## src/rtl/jeml_pkg.sv

```systemverilog
// Package for the JPEG EXIF marker locator.
// Holds the scan phase type, verdict codes, marker constants and the result struct.
// No dependencies.
package jeml_pkg;

  localparam int POS_BITS_DEF = 32;

  localparam int VERDICT_W = 2;
  localparam int OFFSET_W  = 32;
  localparam int IN_TDATA_W  = 8;
  localparam int OUT_TDATA_W = 40;

  localparam logic [7:0] MK_PREFIX = 8'hFF;
  localparam logic [7:0] MK_SOI    = 8'hD8;
  localparam logic [7:0] MK_DQT    = 8'hDB;
  localparam logic [7:0] MK_APP1   = 8'hE1;
  localparam logic [7:0] MK_HI_MSK = 8'hF0;
  localparam logic [7:0] MK_APPN   = 8'hE0;

  typedef enum logic [2:0] {
    PH_START0 = 3'd0,
    PH_START1 = 3'd1,
    PH_SCAN   = 3'd2,
    PH_MARKER = 3'd3,
    PH_LENHI  = 3'd4,
    PH_LENLO  = 3'd5,
    PH_SKIP   = 3'd6,
    PH_DONE   = 3'd7
  } phase_t;

  typedef enum logic [VERDICT_W-1:0] {
    V_FOUND    = 2'd0,
    V_BADSTART = 2'd1,
    V_QUANT    = 2'd2,
    V_ENDED    = 2'd3
  } verdict_t;

  typedef struct packed {
    logic                valid;
    verdict_t            verdict;
    logic [OFFSET_W-1:0] offset;
  } scan_res_t;

endpackage

```

## src/rtl/jeml_in_reg.sv

```systemverilog
// Input register stage of the JPEG EXIF marker locator.
// Depends on jeml_pkg.
module jeml_in_reg
  import jeml_pkg::*;
(
  input  logic       clk,
  input  logic       rst_n,
  input  logic       in_tvalid,
  output logic       in_tready,
  input  logic [7:0] in_byte,
  input  logic       in_last,
  input  logic       adv,
  output logic       held_valid,
  output logic [7:0] held_byte,
  output logic       held_last
);

  logic       valid_r;
  logic [7:0] byte_r;
  logic       last_r;

  // take a new request when empty or when the held one moves on this cycle
  assign in_tready = !valid_r || adv;

  always_ff @(posedge clk) begin
    if (!rst_n) begin
      valid_r <= 1'b0;
    end else if (in_tready) begin
      valid_r <= in_tvalid;
    end
  end

  always_ff @(posedge clk) begin
    if (in_tready && in_tvalid) begin
      byte_r <= in_byte;
      last_r <= in_last;
    end
  end

  assign held_valid = valid_r;
  assign held_byte  = byte_r;
  assign held_last  = last_r;

endmodule

```

## src/rtl/jeml_scan.sv

```systemverilog
// Marker scanner state machine of the JPEG EXIF marker locator.
// Tracks phase, byte position, segment skip count; depends on jeml_pkg.
module jeml_scan
  import jeml_pkg::*;
#(
  parameter int POSITION_BITS = POS_BITS_DEF
) (
  input  logic      clk,
  input  logic      rst_n,
  input  logic      adv,
  input  logic [7:0] b,
  input  logic      last,
  output scan_res_t res
);

  phase_t                   phase_r, phase_nxt;
  logic [POSITION_BITS-1:0] pos_r, pos_nxt;
  logic [15:0]              skip_r, skip_nxt;
  logic [7:0]               lenhi_r, lenhi_nxt;

  logic        dec;
  verdict_t    dec_v;
  logic [15:0] seg_len;
  logic [63:0] pos_ext;
  logic [63:0] pos_m1;

  assign seg_len = {lenhi_r, b};
  assign pos_ext = 64'(pos_r);
  assign pos_m1  = pos_ext - 64'd1;

  // decision on the current byte
  always_comb begin
    dec   = 1'b0;
    dec_v = V_ENDED;
    unique case (phase_r)
      PH_START0: begin
        if (b != MK_PREFIX || last) begin
          dec   = 1'b1;
          dec_v = V_BADSTART;
        end
      end
      PH_START1: begin
        if (b != MK_SOI) begin
          dec   = 1'b1;
          dec_v = V_BADSTART;
        end
      end
      PH_MARKER: begin
        if (b == MK_DQT) begin
          dec   = 1'b1;
          dec_v = V_QUANT;
        end else if (b == MK_APP1) begin
          dec   = 1'b1;
          dec_v = V_FOUND;
        end
      end
      default: begin
        dec   = 1'b0;
        dec_v = V_ENDED;
      end
    endcase
  end

  // next state
  always_comb begin
    phase_nxt = phase_r;
    skip_nxt  = skip_r;
    lenhi_nxt = lenhi_r;
    unique case (phase_r)
      PH_START0: phase_nxt = PH_START1;
      PH_START1: phase_nxt = PH_SCAN;
      PH_SCAN: begin
        if (b == MK_PREFIX) phase_nxt = PH_MARKER;
      end
      PH_MARKER: begin
        priority if ((b & MK_HI_MSK) == MK_APPN) phase_nxt = PH_LENHI;
        else if (b == MK_PREFIX)                 phase_nxt = PH_MARKER;
        else                                     phase_nxt = PH_SCAN;
      end
      PH_LENHI: begin
        lenhi_nxt = b;
        phase_nxt = PH_LENLO;
      end
      PH_LENLO: begin
        skip_nxt  = (seg_len < 16'd2) ? 16'd0 : seg_len - 16'd2;
        phase_nxt = (seg_len > 16'd2) ? PH_SKIP : PH_SCAN;
      end
      PH_SKIP: begin
        if (skip_r != 16'd0) skip_nxt = skip_r - 16'd1;
        if (skip_r <= 16'd1) phase_nxt = PH_SCAN;
      end
      PH_DONE: phase_nxt = PH_DONE;
      default: phase_nxt = PH_DONE;
    endcase
    if (dec) phase_nxt = PH_DONE;

    pos_nxt = (pos_r != '1) ? pos_r + 1'b1 : pos_r;

    if (last) begin
      phase_nxt = PH_START0;
      pos_nxt   = '0;
      skip_nxt  = 16'd0;
      lenhi_nxt = 8'd0;
    end
  end

  // result for this byte
  always_comb begin
    res = '0;
    if (adv) begin
      if (dec) begin
        res.valid   = 1'b1;
        res.verdict = dec_v;
        if (dec_v == V_FOUND) begin
          res.offset = (pos_r != '0) ? pos_m1[OFFSET_W-1:0] : '0;
        end
      end else if (last && phase_r != PH_DONE) begin
        res.valid   = 1'b1;
        res.verdict = V_ENDED;
      end
    end
  end

  always_ff @(posedge clk) begin
    if (!rst_n) begin
      phase_r <= PH_START0;
      pos_r   <= '0;
      skip_r  <= 16'd0;
      lenhi_r <= 8'd0;
    end else if (adv) begin
      phase_r <= phase_nxt;
      pos_r   <= pos_nxt;
      skip_r  <= skip_nxt;
      lenhi_r <= lenhi_nxt;
    end
  end

  a_res_needs_adv: assert property (@(posedge clk) disable iff (!rst_n)
    res.valid |-> adv) else $error("result without a consumed byte");

  a_offset_zero: assert property (@(posedge clk) disable iff (!rst_n)
    res.valid && res.verdict != V_FOUND |-> res.offset == '0)
    else $error("nonzero offset on a non-found verdict");

  a_last_rearms: assert property (@(posedge clk) disable iff (!rst_n)
    adv && last |=> phase_r == PH_START0 && pos_r == '0)
    else $error("last byte did not rearm the scanner");

  a_skip_nonzero: assert property (@(posedge clk) disable iff (!rst_n)
    phase_r == PH_SKIP |-> skip_r != 16'd0)
    else $error("skip phase with empty skip count");

endmodule

```

## src/rtl/jeml_out_reg.sv

```systemverilog
// Result register of the JPEG EXIF marker locator.
// Holds one verdict request until the sink takes it; depends on jeml_pkg.
module jeml_out_reg
  import jeml_pkg::*;
(
  input  logic                   clk,
  input  logic                   rst_n,
  input  scan_res_t              res,
  output logic                   can_take,
  output logic                   out_tvalid,
  input  logic                   out_tready,
  output logic [OUT_TDATA_W-1:0] out_tdata
);

  logic                   valid_r;
  logic [OUT_TDATA_W-1:0] data_r;

  assign can_take = !valid_r || out_tready;

  always_ff @(posedge clk) begin
    if (!rst_n) begin
      valid_r <= 1'b0;
    end else if (can_take) begin
      valid_r <= res.valid;
    end
  end

  always_ff @(posedge clk) begin
    if (can_take && res.valid) begin
      data_r <= {{(OUT_TDATA_W - VERDICT_W - OFFSET_W){1'b0}}, res.offset, res.verdict};
    end
  end

  assign out_tvalid = valid_r;
  assign out_tdata  = data_r;

endmodule

```

## src/rtl/jpeg_exif_marker_locator.sv

```systemverilog
// A byte is held in the input register, and its verdict is then registered in the result register that drives out_*.
// Throughput: one byte per cycle; the scanner steps once per byte and the
// result register frees while its verdict is taken, so the stream never waits
// unless the sink holds out_tready low with a verdict pending.
// Reset (rst_n low, synchronous): scanner expects FF D8, position zero, both
// register stages empty.
module jpeg_exif_marker_locator
  import jeml_pkg::*;
#(
  parameter int POSITION_BITS = POS_BITS_DEF
) (
  input  logic                   clk,
  input  logic                   rst_n,
  input  logic                   in_tvalid,
  output logic                   in_tready,
  input  logic [IN_TDATA_W-1:0]  in_tdata,   // [7:0] data_byte
  input  logic                   in_tlast,   // end_of_image
  output logic                   out_tvalid,
  input  logic                   out_tready,
  output logic [OUT_TDATA_W-1:0] out_tdata   // [1:0] verdict, [33:2] exif_offset, rest zero
);

  logic       held_valid;
  logic [7:0] held_byte;
  logic       held_last;
  logic       can_take;
  logic       adv;
  scan_res_t  res;

  // advance the held byte whenever the result register can absorb its verdict
  assign adv = held_valid && can_take;

  jeml_in_reg u_in (
    .clk        (clk),
    .rst_n      (rst_n),
    .in_tvalid  (in_tvalid),
    .in_tready  (in_tready),
    .in_byte    (in_tdata),
    .in_last    (in_tlast),
    .adv        (adv),
    .held_valid (held_valid),
    .held_byte  (held_byte),
    .held_last  (held_last)
  );

  // scan phase, position and segment skip; emits at most one verdict per request
  jeml_scan #(
    .POSITION_BITS (POSITION_BITS)
  ) u_scan (
    .clk   (clk),
    .rst_n (rst_n),
    .adv   (adv),
    .b     (held_byte),
    .last  (held_last),
    .res   (res)
  );

  // hold the verdict until the sink takes it
  jeml_out_reg u_out (
    .clk        (clk),
    .rst_n      (rst_n),
    .res        (res),
    .can_take   (can_take),
    .out_tvalid (out_tvalid),
    .out_tready (out_tready),
    .out_tdata  (out_tdata)
  );

endmodule

```

## config.mk

```make
export PLATFORM = sky130hd
export DESIGN_NAME = jpeg_exif_marker_locator
export DESIGN_NICKNAME = d
export VERILOG_FILES = /design/src/rtl/jeml_pkg.sv /design/src/rtl/jeml_in_reg.sv /design/src/rtl/jeml_scan.sv /design/src/rtl/jeml_out_reg.sv /design/src/rtl/jpeg_exif_marker_locator.sv
export SDC_FILE = /design/constraint.sdc
export NUM_CORES = 1
export LEC_CHECK = 0
export BUFFER_PORTS_ARGS = -buffer_cell sky130_fd_sc_hd__buf_2
export CAP_MARGIN = 20
export CORE_MARGIN = 2
export CORE_UTILIZATION = 35
export CTS_BUF_LIST = sky130_fd_sc_hd__clkbuf_4 sky130_fd_sc_hd__clkbuf_8 sky130_fd_sc_hd__clkbuf_16
export DETAILED_ROUTE_END_ITERATION = 10
export PLACE_DENSITY_LB_ADDON = 0.15
export SLEW_MARGIN = 30
export SYNTH_ARGS = -nofsm -noshare
export SYNTH_HDL_FRONTEND = slang
export SYNTH_SLANG_ARGS = --single-unit
```

## constraint.sdc

```tcl
create_clock -name clk -period 4.9 [get_ports clk]
set_clock_uncertainty 0.15 [all_clocks]
set_input_delay 0.49 -clock clk [delete_from_list [all_inputs] [get_ports clk]]
set_output_delay 0.49 -clock clk [all_outputs]
set_load 0.005 [all_outputs]
```

**Word-level counts from Yosys, hierarchy flattened**

Index checks and enable logic that the tools add are counted.

- Input bits: 13
- Word-level logic and storage cells: 88
- Register bits: 104

- Eq/ne operators: 18
- $add $sub $neg: 4
- Multiplexer cells: 32
- Reductions and logical operators: 21
- Order comparisons: 3

Operator list:

| kind | number |
|---|---|
| 2-to-1 mux 32 bit | 5 |
| 2-to-1 mux 16 bit | 3 |
| 2-to-1 mux 35 bit | 1 |
| adder 32 x 1 -> 32 bit, second input constant | 1 |
| != test 32 bit, second input constant | 1 |
| case mux 16 bit (2 select lines) | 1 |
| nonzero test 32 bit | 1 |
| subtractor 32 x 1 -> 32 bit, second input constant | 1 |
| equality test 8 bit, second input constant | 3 |
| 2-to-1 mux 3 bit | 8 |
| case mux 3 bit (8 select lines) | 1 |
| > comparator 16 x 2 -> 1 bit, second input constant | 1 |
| less-or-equal comparator 16 x 1 -> 1 bit, second input constant | 1 |
| less-than comparator 16 x 2 -> 1 bit, second input constant | 1 |
| 2-to-1 mux 8 bit | 2 |
| != test 8 bit, second input constant | 2 |
| nonzero test 16 bit | 1 |
| subtractor 16 x 1 -> 16 bit, second input constant | 1 |
| subtractor 16 x 2 -> 16 bit, second input constant | 1 |
| equality test 3 bit, second input constant | 4 |
| 2-to-1 mux 2 bit | 4 |
| != test 4 x 2 -> 1 bit, second input constant | 2 |
| equality test 3 x 2 -> 1 bit, second input constant | 2 |
| case mux 2 bit (3 select lines) | 1 |
| 16 further kinds | 29 |

**Depth between registers and ports, before layout**

- Depth in word-level cells: 9
- Gate-level depth with buffers: 8

**By module**

Synthesis repeated with hierarchy kept, for this count alone.

- Cell total of the unflattened synthesis: 670
- Area, all modules: 6032.0 sq um

By module, submodules not included:

| module | area each (sq um) | cells an instance | instances | seq. area each (sq um) |
|---|---|---|---|---|
| jeml_scan | 4570.6 | 609 | 1 | 1181.1 |
| jeml_out_reg | 1127.3 | 46 | 1 | 1041.0 |
| jeml_in_reg | 327.8 | 14 | 1 | 290.3 |
| jpeg_exif_marker_locator | 6.3 | 1 | 1 | 0.0 |

**Least setup slack after synthesis**

No wires, ideal clock.

- Path type: reg2reg
- From: reg u_in.byte_r[2] (netlist: u_in.held_byte[2])
- To: reg u_out.data_r[0] (netlist: u_out.out_tdata[0]) (enable)
- Path buffers: 1
- Setup slack: 936 ps
- Data required time: 4313 ps
- Cell stages (with the launch flop): 7
- Data arrival time: 3378 ps
- Path through: edfxtp_1 -> clkbuf_1 -> or3b_2 -> o2bb2a_1 -> nor2_1 -> nor2_1 -> a21oi_1

- Cells in the longest elaborated chain, start to end: 7
- Elaborated cells between the ends (all ways): 13

RTL lines:

| item | line | text |
|---|---|---|
| from (decl) | jeml_in_reg.sv:19 | `logic [7:0] byte_r;` |
| from (signal assigned) | jeml_in_reg.sv:35 | `byte_r <= in_byte;` |
| equality test 8 bit / != test 8 bit (equally long branches) | jeml_scan.sv:52, jeml_scan.sv:37 |  |
| 2-to-1 mux 1 bit / logical OR 1 bit (equally long branches) | jeml_scan.sv:52, jeml_scan.sv:37 |  |
| 2-to-1 mux 1 bit, on equally long branches | jeml_scan.sv:49, jeml_scan.sv:37 |  |
| case mux 1 bit (3 select lines) (*) | jeml_scan.sv:35 | `unique case (phase_r)` |
| 2-to-1 mux 3 bit (*) | jeml_scan.sv:111 | `if (dec) begin` |
| 2-to-1 mux 35 bit (*) | jeml_scan.sv:110 | `if (adv) begin` |
| logical AND 1 bit (*) | jeml_out_reg.sv:29 | `if (can_take && res.valid) begin` |
| to (signal assigned) | jeml_out_reg.sv:30 | `data_r <= {{(OUT_TDATA_W - VERDICT_W - OFFSET_W){1'b0}}, res.offset, res.verdict};` |
| to (decl) | jeml_out_reg.sv:16 | `logic [OUT_TDATA_W-1:0] data_r;` |

Mark *: on every way between the ends. The rest lies on a longest branch, timed or not.
A chain may end at the register's enable or synchronous reset.

**Final worst setup path**

- From: reg u_in.byte_r[5] (netlist: u_in.held_byte[5])
- To: reg u_out.data_r[28] (netlist: u_out.out_tdata[28]) (enable)

Same word-level chain as after synthesis.

==> flow_summary_export.csv <==
group,metric,value,unit
synthesis,synth-edff-count,43,
route,drt-total-wl,16.1,mm
synthesis,synth_top_cells_by_count,"63 x sky130_fd_sc_hd__nor2_1, 61 x sky130_fd_sc_hd__dfxtp_1, 57 x sky130_fd_sc_hd__a21oi_1",
die,die_width,136,um
critical_path,worstSetupPathType,"flop to flop",
placement,place.detailed.hpwl,11.8,mm
route,vias,5420,
clocking,cts-buffers-inserted,9,
clocking,cts_resized,0,
status,outcome,"finished, final reports clean",
clocking,clk-insertion-delay-late,0.35,ns
global_route,first_global_vias,4955,
finish,fillCellCount,1779,
placement,port_buffers,48,
critical_path,cp-start-kind,"flop",
timing,timing.setup.tns,0,ns
route,firstDrtPassIters,5,
synthesis,synth.most_common_cell,"sky130_fd_sc_hd__nor2_1",
critical_path,required,4.82,ns
worst_hold_path,hold_crit_depth,1,
synthesis,yosys.area.top_type_share,21.1,%
clocking,clkSlewWorstSetupHoldPaths,0.07,ns
timing,timing.slew.headroom,34.9,%
global_route,grt_util_all_layers,17.7,%
die,num_rows,48,
global_route,grt_pass1_wl,25.9,mm
finish,finalCoreUtilization,39.1,%
die,core_area,17200,um2
route,drt-wirelength-per-cell,17.0,um
clocking,clock_sinks,104,
synthesis,synth_area,6110,um2
global_route,antenna_violations_before_repair,0,
timing,final_hold_viol_count,0,
timing,whs,0.158,ns
timing,grt_setup_unrepaired,"false",
synthesis,syn_inst,715,
synthesis,yosysUniqueCellTypes,70,
finish,syn_to_final_growth,9.96,%
power_and_ir_drop,worst_ir_drop_vdd,0.170,mV
finish,ant_diodes,0,
synthesis,yosys_register_bits,104,
global_route,grt_start_max_net_pins,33,
die,die_area,18500,um2
power_and_ir_drop,power_leakage,2.37,nW
synthesis,synthArstFlopShare,0,%
placement,gp_congestion,0.845,
timing,final.period_utilization,65.2,%
clocking,cts.repair_timing.setup_buffer_count,0,
synthesis,synth_top_area_cell,"sky130_fd_sc_hd__edfxtp_1",
finish,fraction_of_final_layout_cells_with_drive_strength_greater_than_1,11.1,%
timing,fmax,313,MHz
power_and_ir_drop,total_power,1.79,mW
finish,final_nets,735,
synthesis,synth.yosys.seq_area_share,41.1,%
clocking,cts_h_tree_depth,3,
critical_path,critical_path_arrival,3.11,ns
synthesis,yosys_most_used_dff,"sky130_fd_sc_hd__dfxtp_1",
flow_run,max_cap_viol_count,0,
critical_path,worst_r2r_path_cells,6,
route,post_drt_via_cell_ratio,5.73,
timing,timing_worst_slew_pin_value,0.973,ns
synthesis,syn_area_per_cell,8.54,um2
critical_path,worstPathMaxFanout,18,
route,detail-route-antenna-nets,0,
clocking,holdBufCountCts,0,
clocking,ctsRootBufferMaster,"sky130_fd_sc_hd__clkbuf_16",
synthesis,yosys_warnings,0,
clocking,tritoncts,"done",
timing,final_max_slew_violation_count,0,
timing,timing.final.setup_violations,0,
route,remaining_drc_errors,0,
route,drt_iter0_drcs,453,
worst_hold_path,hold_path_class,"primary input to flop",
synthesis,synth.area.top_cells,"sky130_fd_sc_hd__edfxtp_1 21%, sky130_fd_sc_hd__dfxtp_1 20%, sky130_fd_sc_hd__a21oi_1 4.7%, sky130_fd_sc_hd__xnor2_1 4.3%, sky130_fd_sc_hd__nor2_1 3.9%",
die,floorplan.initialDensity,35.6,%
die,dieHeight,136,um
timing,min_period,3.19,ns
global_route,grt_overflow_total,0,
power_and_ir_drop,pwr_per_cell_area,266,nW/um2
critical_path,crit_path_end_kind,"flop",
die,top_level_ports,55,
clocking,clock_path_buffers,2,
==> worst paths after layout <==
check                          from                   to  slack [ns]
setup / recovery  u_in.held_byte[5]  u_out.out_tdata[28]        1.71
hold / removal          in_tdata[7]    u_in.held_byte[7]        0.16
setup reg to reg  u_in.held_byte[5]  u_out.out_tdata[28]        1.71
hold reg to reg   u_scan.skip_r[15]    u_scan.skip_r[15]        0.34
==> logic make-up (layout without fill, tap and decap cells) <==
logic type      after synthesis  count (layout)  share of synthesized area, %
flops                       104             104                          41.1
mux                           5               5                         0.840
simple gates                322             322                          29.5
compound gates              149             149                          15.3
other cells                   1               6                        0.0614
buf+inv                      86              87                          5.88
xor+xnor                     42              42                          6.02
fa+ha+maj                     6               6                          1.23
==> metrics by stage <==
step | setup slack [ns] | cells | cell area (um2)
5_1_grt | 1.53 | 946 | 6720
3_3_place_gp | 1.70 | 929 | 6390
3_5_place_dp | 1.69 | 930 | 6440
6_report | 1.71 | 946 | 6720
4_1_cts | 1.72 | 946 | 6720
2_1_floorplan | 0.936 | 720 | 6130
==> placed cells by master, fill, tap and decap left out, types with 12 or more instances in the layout <==
| master | count |
|---|---|
| sky130_fd_sc_hd__nand4_1 | 33 |
| sky130_fd_sc_hd__dfxtp_1 | 61 |
| sky130_fd_sc_hd__nand2_1 | 47 |
| sky130_fd_sc_hd__nand3_1 | 23 |
| sky130_fd_sc_hd__nor4_1 | 27 |
| sky130_fd_sc_hd__xor2_1 | 12 |
| sky130_fd_sc_hd__buf_2 | 48 |
| sky130_fd_sc_hd__o21ai_0 | 28 |
| sky130_fd_sc_hd__or4_1 | 20 |
| sky130_fd_sc_hd__a21oi_1 | 56 |
| sky130_fd_sc_hd__xnor2_1 | 30 |
| sky130_fd_sc_hd__edfxtp_1 | 43 |
| sky130_fd_sc_hd__nor2_1 | 63 |
| sky130_fd_sc_hd__or3_1 | 26 |
| sky130_fd_sc_hd__o31ai_1 | 13 |
| sky130_fd_sc_hd__nor3_1 | 27 |
| sky130_fd_sc_hd__inv_1 | 19 |
==> routing by layer <==
metal	share of wire [%]	global-route usage, %
met5	0	0
met4	3.7	9.32
met3	5.9	3.13
met2	44	26.6
met1	46	24.3
==> critical path: stages (launching register included) <==
cell                       delay [ns]
sky130_fd_sc_hd__edfxtp_1        0.54
sky130_fd_sc_hd__or3b_2          0.48
sky130_fd_sc_hd__o2bb2a_1        0.33
sky130_fd_sc_hd__nor2_1          0.37
sky130_fd_sc_hd__nor2_1          0.16
sky130_fd_sc_hd__a21oi_4         0.63
sky130_fd_sc_hd__buf_16          0.23
==> sequential cells by signal, summed over array words and instances, names as in the netlist <==
register	count
u_in.held_byte	8
u_in.held_last	1
u_in.held_valid	1
u_out.out_tdata	34
u_out.out_tvalid	1
u_scan.lenhi_r	8
u_scan.phase_r	3
u_scan.pos_r	32
u_scan.skip_r	16
==> where the power goes <==
part           total [mW]  internal (mW)  switching, mW  leakage [nW]
clock               0.687          0.353          0.334         0.134
combinational       0.154         0.0611         0.0927          1.34
sequential          0.944          0.922         0.0218         0.896
==> layout make-up <==
| class | count | area [um2] | area share, % |
|---|---|---|---|
| clock inverter | 6 | 46.3 | 0.689 |
| clock buffer | 10 | 233 | 3.47 |
| multi-input combinational | 530 | 3280 | 48.9 |
| inverter | 20 | 75.1 | 1.12 |
| tap | 225 | 282 | 4.19 |
| sequential | 104 | 2510 | 37.4 |
| timing repair buffer | 51 | 283 | 4.21 |
Note: power is estimated with default switching activity, not from simulation.
